--- src/rtl/tvsg_pkg.sv ---
// ----------------------------------------------------------------------------
// tvsg_pkg
// types, register map and constant tables of the three voice sound generator
// ----------------------------------------------------------------------------
package tvsg_pkg;

    localparam int NUM_CH      = 3;
    localparam int NUM_REGS    = 13;
    localparam int LEVEL_W     = 4;
    localparam int SAMPLE_W    = 15;
    localparam int TONE_CNT_W  = 13;
    localparam int ENV_CNT_W   = 17;
    localparam int ENV_POS_W   = 6;
    localparam int NOISE_CNT_W = 6;
    localparam int SEED_W      = 32;

    // request codes
    localparam logic REQ_WRITE = 1'b0;
    localparam logic REQ_TICK  = 1'b1;

    // register map
    localparam logic [3:0] REG_TONE_A_LO = 4'd0;
    localparam logic [3:0] REG_NOISE     = 4'd6;
    localparam logic [3:0] REG_MIXER     = 4'd7;
    localparam logic [3:0] REG_VOL_A     = 4'd8;
    localparam logic [3:0] REG_ENV_LO    = 4'd11;
    localparam logic [3:0] REG_ENV_HI    = 4'd12;
    localparam logic [3:0] REG_ENV_SHAPE = 4'd13;

    localparam logic [7:0]        SHAPE_IGNORE = 8'hff;
    localparam logic [SEED_W-1:0] SEED_INIT    = 32'h12345678;
    localparam logic [ENV_POS_W-1:0] ENV_LOOP_POS = 6'd32;

    localparam int MIX_SIDE_WEIGHT   = 687;
    localparam int MIX_CENTER_WEIGHT = 313;
    localparam int MIX_DIV           = 2000;

    typedef struct packed {
        logic       req_type;
        logic [3:0] reg_index;
        logic [7:0] reg_value;
    } in_item_t;

    typedef struct packed {
        logic [LEVEL_W-1:0]  level_a;
        logic [LEVEL_W-1:0]  level_b;
        logic [LEVEL_W-1:0]  level_c;
        logic [SAMPLE_W-1:0] left_sample;
        logic [SAMPLE_W-1:0] right_sample;
    } out_item_t;

    localparam int unsigned VOL_TABLE [16] = '{
        0, 231, 695, 1158, 2084, 2779, 4168, 6716,
        8105, 13200, 18294, 24315, 32189, 40757, 52799, 65535
    };

    localparam logic [3:0] NOISE_MAP [5][16] = '{
        '{4'd0, 4'd1, 4'd2, 4'd3, 4'd4, 4'd5, 4'd6, 4'd7,
          4'd8, 4'd9, 4'd10, 4'd11, 4'd12, 4'd13, 4'd14, 4'd15},
        '{4'd0, 4'd0, 4'd2, 4'd2, 4'd4, 4'd4, 4'd6, 4'd6,
          4'd8, 4'd8, 4'd10, 4'd10, 4'd12, 4'd12, 4'd14, 4'd15},
        '{4'd0, 4'd0, 4'd0, 4'd0, 4'd7, 4'd7, 4'd7, 4'd8,
          4'd8, 4'd8, 4'd9, 4'd9, 4'd9, 4'd15, 4'd15, 4'd15},
        '{4'd0, 4'd0, 4'd0, 4'd0, 4'd0, 4'd8, 4'd8, 4'd8,
          4'd8, 4'd8, 4'd8, 4'd15, 4'd15, 4'd15, 4'd15, 4'd15},
        '{4'd0, 4'd0, 4'd0, 4'd0, 4'd0, 4'd0, 4'd8, 4'd8,
          4'd8, 4'd8, 4'd15, 4'd15, 4'd15, 4'd15, 4'd15, 4'd15}
    };

    typedef logic [SAMPLE_W-1:0] mix_table_t [256];

    // weighted side/center mix, indexed by {side level, center level}
    function automatic mix_table_t build_mix_table();
        mix_table_t  t;
        int unsigned acc;
        for (int a = 0; a < 16; a++) begin
            for (int b = 0; b < 16; b++) begin
                acc = MIX_SIDE_WEIGHT * VOL_TABLE[a] + MIX_CENTER_WEIGHT * VOL_TABLE[b];
                t[a * 16 + b] = SAMPLE_W'(acc / MIX_DIV);
            end
        end
        return t;
    endfunction

    localparam mix_table_t MIX_TABLE = build_mix_table();

endpackage

--- src/rtl/three_voice_sound_generator.sv ---
// ----------------------------------------------------------------------------
// three_voice_sound_generator
// Three tone channels, a noise source and a 64-step envelope behind fourteen
// byte registers. A write transfer (req_type 0) loads a register and gives no
// result; a tick transfer (req_type 1) advances the generator by one step and
// gives one result: the three 4-bit channel levels and a 15-bit left/right
// pair mixed from a 16-bit volume curve. One transfer is taken every clock
// cycle while input is not stalled, and its result shows in the output register
// in the next cycle; input stalls only while that register holds a result that m_ready has not taken.
// ----------------------------------------------------------------------------
module three_voice_sound_generator
    import tvsg_pkg::*;
(
    input  logic      aclk,
    input  logic      aresetn,
    input  logic      s_valid,
    output logic      s_ready,
    input  in_item_t  s_payload,
    output logic      m_valid,
    input  logic      m_ready,
    output out_item_t m_payload
);

    logic [7:0]             sound_regs_reg  [NUM_REGS];
    logic [7:0]             sound_regs_next [NUM_REGS];
    logic [TONE_CNT_W-1:0]  tone_count_reg  [NUM_CH];
    logic [TONE_CNT_W-1:0]  tone_count_next [NUM_CH];
    logic [NUM_CH-1:0]      tone_phase_reg, tone_phase_next;
    logic [ENV_CNT_W-1:0]   env_count_reg, env_count_next;
    logic [ENV_POS_W-1:0]   env_pos_reg, env_pos_next;
    logic [3:0]             env_shape_reg, env_shape_next;
    logic [NOISE_CNT_W-1:0] noise_count_reg, noise_count_next;
    logic [SEED_W-1:0]      noise_seed_reg, noise_seed_next;
    logic [3:0]             noise_level_reg, noise_level_next;
    logic                   m_valid_reg, m_valid_next;
    out_item_t              m_payload_reg, m_payload_next;

    logic                   accept;
    logic [7:0]             mixer;
    logic [4:0]             noise_val;
    logic [11:0]            tone_per;
    logic [TONE_CNT_W-1:0]  tone_inc;
    logic [ENV_CNT_W-1:0]   env_per;
    logic [ENV_CNT_W-1:0]   env_inc;
    logic [ENV_POS_W-1:0]   env_pos_tick;
    logic [3:0]             env_now;
    logic                   noise_on;
    logic [NOISE_CNT_W-1:0] noise_inc;
    logic [SEED_W-1:0]      seed_asr;
    logic [SEED_W-1:0]      seed_step;
    logic [2:0]             noise_row;
    logic [7:0]             vol_reg;
    logic [LEVEL_W-1:0]     lvl [NUM_CH];

    function automatic logic [3:0] env_level(logic [3:0] shape, logic [ENV_POS_W-1:0] pos);
        logic [1:0] k;
        logic [3:0] s;
        logic       att;
        logic [3:0] lvl_out;
        k   = pos[5:4];
        s   = pos[3:0];
        att = shape[2];
        if (k == 2'd0) begin
            lvl_out = att ? s : 4'd15 - s;
        end else if (!shape[3]) begin
            lvl_out = 4'd0;
        end else if (shape[0]) begin
            lvl_out = {4{att ^ shape[1]}};
        end else begin
            att     = att ^ (shape[1] & k[0]);
            lvl_out = att ? s : 4'd15 - s;
        end
        return lvl_out;
    endfunction

    assign s_ready   = !m_valid_reg || m_ready;
    assign accept    = s_valid && s_ready;
    assign m_valid   = m_valid_reg;
    assign m_payload = m_payload_reg;

    assign mixer     = sound_regs_reg[REG_MIXER];
    assign noise_val = sound_regs_reg[REG_NOISE][4:0];
    assign noise_on  = (mixer[5:3] != 3'b111);

    always_comb begin
        for (int r = 0; r < NUM_REGS; r++) begin
            sound_regs_next[r] = sound_regs_reg[r];
        end
        for (int ch = 0; ch < NUM_CH; ch++) begin
            tone_count_next[ch] = tone_count_reg[ch];
        end
        tone_phase_next  = tone_phase_reg;
        env_count_next   = env_count_reg;
        env_pos_next     = env_pos_reg;
        env_shape_next   = env_shape_reg;
        noise_count_next = noise_count_reg;
        noise_seed_next  = noise_seed_reg;
        noise_level_next = noise_level_reg;
        m_payload_next   = m_payload_reg;
        m_valid_next     = m_valid_reg && !m_ready;

        tone_per = '0;
        tone_inc = '0;
        vol_reg  = '0;
        for (int ch = 0; ch < NUM_CH; ch++) begin
            lvl[ch] = '0;
        end

        // tick datapath
        env_per = {sound_regs_reg[REG_ENV_HI], sound_regs_reg[REG_ENV_LO], 1'b0};
        env_inc = env_count_reg + 1'b1;
        env_pos_tick = env_pos_reg;
        if (env_inc >= env_per) begin
            env_pos_tick = (env_pos_reg == '1) ? ENV_LOOP_POS : env_pos_reg + 1'b1;
        end
        env_now   = env_level(env_shape_reg, env_pos_tick);
        noise_inc = noise_count_reg + 1'b1;
        seed_asr  = SEED_W'($signed(noise_seed_reg) >>> 7);
        seed_step = noise_seed_reg ^ (seed_asr ^ (noise_seed_reg << 3));
        if (noise_val <= 5'd1) begin
            noise_row = 3'd0;
        end else if (noise_val >= 5'd5) begin
            noise_row = 3'd4;
        end else begin
            noise_row = 3'(noise_val - 5'd1);
        end

        if (accept) begin
            unique case (s_payload.req_type)
                REQ_WRITE: begin
                    if (s_payload.reg_index == REG_ENV_SHAPE) begin
                        if (s_payload.reg_value != SHAPE_IGNORE) begin
                            env_shape_next = s_payload.reg_value[3:0];
                            env_count_next = '0;
                            env_pos_next   = '0;
                        end
                    end else if (s_payload.reg_index < REG_ENV_SHAPE) begin
                        sound_regs_next[s_payload.reg_index] = s_payload.reg_value;
                    end
                end
                REQ_TICK: begin
                    for (int ch = 0; ch < NUM_CH; ch++) begin
                        tone_per = {sound_regs_reg[2 * ch + 1][3:0], sound_regs_reg[2 * ch]};
                        tone_inc = tone_count_reg[ch] + 1'b1;
                        if (tone_inc >= {1'b0, tone_per}) begin
                            tone_phase_next[ch] = !tone_phase_reg[ch];
                            tone_count_next[ch] = '0;
                        end else begin
                            tone_count_next[ch] = tone_inc;
                        end
                    end
                    env_count_next = (env_inc >= env_per) ? '0 : env_inc;
                    env_pos_next   = env_pos_tick;

                    for (int ch = 0; ch < NUM_CH; ch++) begin
                        vol_reg = sound_regs_reg[int'(REG_VOL_A) + ch];
                        lvl[ch] = vol_reg[4] ? env_now : vol_reg[3:0];
                        if (!mixer[ch] && !tone_phase_next[ch]) begin
                            lvl[ch] = '0;
                        end
                    end

                    if (noise_on) begin
                        if (noise_inc >= {noise_val, 1'b0}) begin
                            noise_count_next = '0;
                            noise_seed_next  = seed_step;
                            noise_level_next = NOISE_MAP[noise_row][seed_step[3:0]];
                        end else begin
                            noise_count_next = noise_inc;
                        end
                        for (int ch = 0; ch < NUM_CH; ch++) begin
                            if (!mixer[3 + ch] && noise_level_next < lvl[ch]) begin
                                lvl[ch] = noise_level_next;
                            end
                        end
                    end

                    m_valid_next                = 1'b1;
                    m_payload_next.level_a      = lvl[0];
                    m_payload_next.level_b      = lvl[1];
                    m_payload_next.level_c      = lvl[2];
                    m_payload_next.left_sample  = MIX_TABLE[{lvl[0], lvl[1]}];
                    m_payload_next.right_sample = MIX_TABLE[{lvl[2], lvl[1]}];
                end
                default: begin
                end
            endcase
        end
    end

    always_ff @(posedge aclk) begin
        if (!aresetn) begin
            for (int r = 0; r < NUM_REGS; r++) begin
                sound_regs_reg[r] <= '0;
            end
            for (int ch = 0; ch < NUM_CH; ch++) begin
                tone_count_reg[ch] <= '0;
            end
            tone_phase_reg  <= '1;
            env_count_reg   <= '0;
            env_pos_reg     <= '0;
            env_shape_reg   <= '0;
            noise_count_reg <= '0;
            noise_seed_reg  <= SEED_INIT;
            noise_level_reg <= '0;
            m_valid_reg     <= 1'b0;
        end else begin
            for (int r = 0; r < NUM_REGS; r++) begin
                sound_regs_reg[r] <= sound_regs_next[r];
            end
            for (int ch = 0; ch < NUM_CH; ch++) begin
                tone_count_reg[ch] <= tone_count_next[ch];
            end
            tone_phase_reg  <= tone_phase_next;
            env_count_reg   <= env_count_next;
            env_pos_reg     <= env_pos_next;
            env_shape_reg   <= env_shape_next;
            noise_count_reg <= noise_count_next;
            noise_seed_reg  <= noise_seed_next;
            noise_level_reg <= noise_level_next;
            m_valid_reg     <= m_valid_next;
        end
        m_payload_reg <= m_payload_next;
    end

endmodule

--- config.mk ---
export PLATFORM = sky130hd
export DESIGN_NAME = three_voice_sound_generator
export DESIGN_NICKNAME = d
export VERILOG_FILES = /design/src/rtl/tvsg_pkg.sv /design/src/rtl/three_voice_sound_generator.sv
export SDC_FILE = /design/constraint.sdc
export NUM_CORES = 1
export LEC_CHECK = 0
export ABC_AREA = 1
export BUFFER_PORTS_ARGS = -buffer_cell sky130_fd_sc_hd__buf_2
export CAP_MARGIN = 20
export CORE_ASPECT_RATIO = 1.75
export CORE_MARGIN = 2
export CORE_UTILIZATION = 51
export DETAILED_ROUTE_END_ITERATION = 12
export PLACE_DENSITY_LB_ADDON = 0.1
export SYNTH_ARGS = -nofsm -noshare
export SYNTH_HDL_FRONTEND = slang
export SYNTH_SLANG_ARGS = --single-unit
--- constraint.sdc ---
create_clock -name aclk -period 6.6 [get_ports aclk]
set_clock_uncertainty 0.05 [all_clocks]
set_input_delay 0.66 -clock aclk [delete_from_list [all_inputs] [get_ports aclk]]
set_output_delay 0.66 -clock aclk [all_outputs]
set_load 0.03 [all_outputs]
==> flow_metrics.py <==
metrics = {
    "outcome": {
        "outcome": "finished clean",
    },
    "place": {
        "placed_area_um2": 19200,
        "dpl.cell_count": 3362,
        "dp_slack_ns": 0.0251,
        "gp_congestion": 1.06,
        "io_buffer_count": 60,
        "hpwl_mm": 51.8,
    },
    "floorplan": {
        "die_w_um": 145,
        "rows": 90,
        "ios": 61,
        "start_util": 0.515,
        "die_area_um2": 36300,
        "fp.dieH_um": 250,
        "core_um2": 34300,
    },
    "cts": {
        "cts_buffer_depth": 3,
        "hold_buffers": 0,
        "htree_levels": 1,
        "cts.sinks": 232,
        "clk_latency_ns": 0.54,
        "cts_root_buffer": "clkbuf_16",
        "cts_tree": "built",
        "cts_made_buffers": 23,
        "clkTransAtPathRegs_ns": 0.06,
    },
    "yosys": {
        "synth_edf_count": 42,
        "synth_area_per_cell_um2": 6.25,
        "seq_area_frac_synth": 0.286,
        "yosysWarningCount": 0,
        "synth_common_cells": "nand2_1, nand3_1, inv_1",
        "ys.flop_type": "dfxtp_1",
        "synth.net_count": 2935,
        "syn_inst": 2833,
        "syn_area_um2": 17700,
        "postSynth.asyncResetShare": 0,
        "synth.distinct_cells": 49,
        "yosys.area.top_type": "dfxtp_1",
        "yosys-top-cells-area": "dfxtp_1, nand2_1, nand3_1",
        "synth_most_common_cell": "nand2_1",
        "synth_top_area_share": 0.215,
        "synth-seq-cells": 232,
    },
    "cells_and_area": {
        "syn_to_final_growth_pct": 14.5,
        "fin_area_um2": 20300,
        "layout.nets": 3034,
        "largest_reg_flops": 78,
        "drive_gt1_frac": 0.119,
        "layout.cells.non_filler": 3409,
    },
    "timing": {
        "fin_ws_ns": 0.273,
        "fmax_mhz": 158,
        "drv_slew": 0,
        "fin_crit_sh": 0.959,
        "hold_viol": 0,
        "fin_crit_ns": 6.33,
        "finalSetupViolations": 0,
        "whs_ns": 0.405,
        "tightest_slew_ns": 0.998,
        "slew_headroom": 0.335,
    },
    "setup_path": {
        "reg2reg_depth": 41,
        "critPathKind": "reg -> reg",
        "cp.required_ns": 6.82,
        "cp_slowest_cell": "dfxtp_2",
        "cp.depth": 41,
        "endpoint": "m_payload[22]",
        "critPathMostFrequentCell": "nand2_1",
        "path_buf_inv": 3,
        "start_kind": "flip-flop",
        "crit_start": "env_count_reg[0]",
        "critPathMaxFanout": 7,
        "cp.arrival_ns": 6.55,
        "crit_family": "simple AND/OR/NAND/NOR gates",
        "reg2reg_slack_ns": 0.27,
        "cp-end-kind": "flip-flop",
        "reg2reg_from": "env_count_reg[0]",
        "slowest_delay_ns": 0.34,
        "r2r_end": "m_payload[22]",
    },
    "power": {
        "intPower_w": 0.00469,
        "sw_frac_of_total": 0.555,
        "p_switching_w": 0.00585,
        "vdd.ir_drop.worst_mv": 0.298,
        "clkPwrFrac": 0.129,
        "pwr-share-comb": 0.707,
        "p_total_w": 0.0105,
        "pwr-share-seq": 0.164,
        "power.density_nw_per_um2": 520,
        "leakage_nw": 9.46,
    },
    "hold_path": {
        "hold_path.class": "reg -> reg",
    },
    "drt": {
        "post_drt_wl_per_cell_um": 21.1,
        "wl_met2_mm": 35.1,
        "wl_mm": 71.8,
        "top_layer": "met5",
        "drt-met1-wl_mm": 23.5,
        "drt-vias-per-instance": 5.87,
        "dr.pass1.iters": 7,
        "wl_met3_mm": 5.63,
        "drt_first_iter_violations": 1601,
        "ant_nets": 0,
        "drc": 0,
        "vias": 20018,
    },
    "grt": {
        "antenna_found_initial": 3,
        "grt_overflow": 0,
        "track_usage": 0.400,
        "grt_pass1_vias": 19854,
        "grt_max_degree": 108,
        "grt_pass1_wl_mm": 110,
    },
    "job": {
        "max-cap-violations": 0,
    },
}
tightest hold or removal path, cell delays in order (launching register included):
cell and delay, ns:
dfxtp_1 0.32, inv_1 0.05, a21oi_1 0.05
power groups by stage:
stage          registers, W  clock network, W  logic, W
6_report            0.00172           0.00136   0.00745
5_1_grt             0.00174           0.00143   0.00795
4_1_cts             0.00172           0.00138   0.00696
3_5_place_dp        0.00175                 0   0.00693
3_3_place_gp        0.00175                 0   0.00692
2_1_floorplan       0.00193                 0   0.00405
routing by layer:
| layer | track usage | vias to the layer above |
|---|---|---|
| li1 | - | 9531 |
| met1 | 0.397 | 9215 |
| met2 | 0.671 | 901 |
| met3 | 0.106 | 369 |
| met4 | 0.353 | 2 |
| met5 | 0 | - |
per-stage QoR:
step	util	setup TNS [ns]
final	0.590	0
after global routing	0.590	-1.17
after floorplan	-	0
after detailed placement	0.560	0
after global placement	0.559	0
after CTS	0.582	0
worst min path at each step:
| stage | start | end | slack (ns) | depth (start not counted) |
|---|---|---|---|---|
| 6_report | env_shape_reg[3] | env_shape_reg[3] | 0.40 | 2 |
| 4_1_cts | aresetn | sound_regs_reg[4][0] | 0.39 | 3 |
| 3_3_place_gp | env_shape_reg[3] | env_shape_reg[3] | 0.39 | 2 |
| 2_1_floorplan | env_shape_reg[3] | env_shape_reg[3] | 0.37 | 2 |
| 3_5_place_dp | env_shape_reg[3] | env_shape_reg[3] | 0.40 | 2 |
| 5_1_grt | aresetn | sound_regs_reg[4][3] | 0.43 | 3 |
kinds of logic after synthesis:
kind of cell,count (synthesis),synth area share
compound gates,519,0.157
xor+xnor,73,0.0361
fa+ha+maj,85,0.0601
buf+inv,424,0.0969
flops,232,0.286
simple gates,1500,0.363
final cells by class:
| cell class | count | area [um2] |
|---|---|---|
| Clock inverter | 6 | 65.1 |
| Clock buffer | 34 | 698 |
| Fill cell | 3292 | 14100 |
| Multi-Input combinational cell | 2177 | 11100 |
| Sequential cell | 232 | 5070 |
| Timing Repair Buffer | 206 | 1600 |
| Tap cell | 460 | 576 |
| Antenna cell | 2 | 5.00 |
| Inverter | 292 | 1110 |
timing repair:
item | in CTS | in global routing
setup endpoints to repair | 0 | 30
gates resized for setup | 0 | 61
buffers inserted | 0 | 5
hold endpoints to repair | 0 | 0
layout by cell type (no fill, tap or decap), drive strengths merged, types with 4 or more instances in the layout:
| master | instances |
|---|---|
| buf | 206 |
| a211o | 4 |
| or2 | 13 |
| o211ai | 19 |
| dfxtp | 190 |
| clkbuf | 34 |
| nand4 | 52 |
| xnor2 | 19 |
| edfxtp | 42 |
| nor2 | 218 |
| inv | 287 |
| clkinv | 7 |
| o21a | 4 |
| nand3b | 13 |
| a22oi | 6 |
| xor2 | 54 |
| nor3 | 20 |
| ha | 85 |
| nand3 | 339 |
| nand2 | 840 |
| a211oi | 9 |
| a21oi | 251 |
| o21ai | 206 |
| a31oi | 5 |
Note: power is estimated with default switching activity, not from simulation.
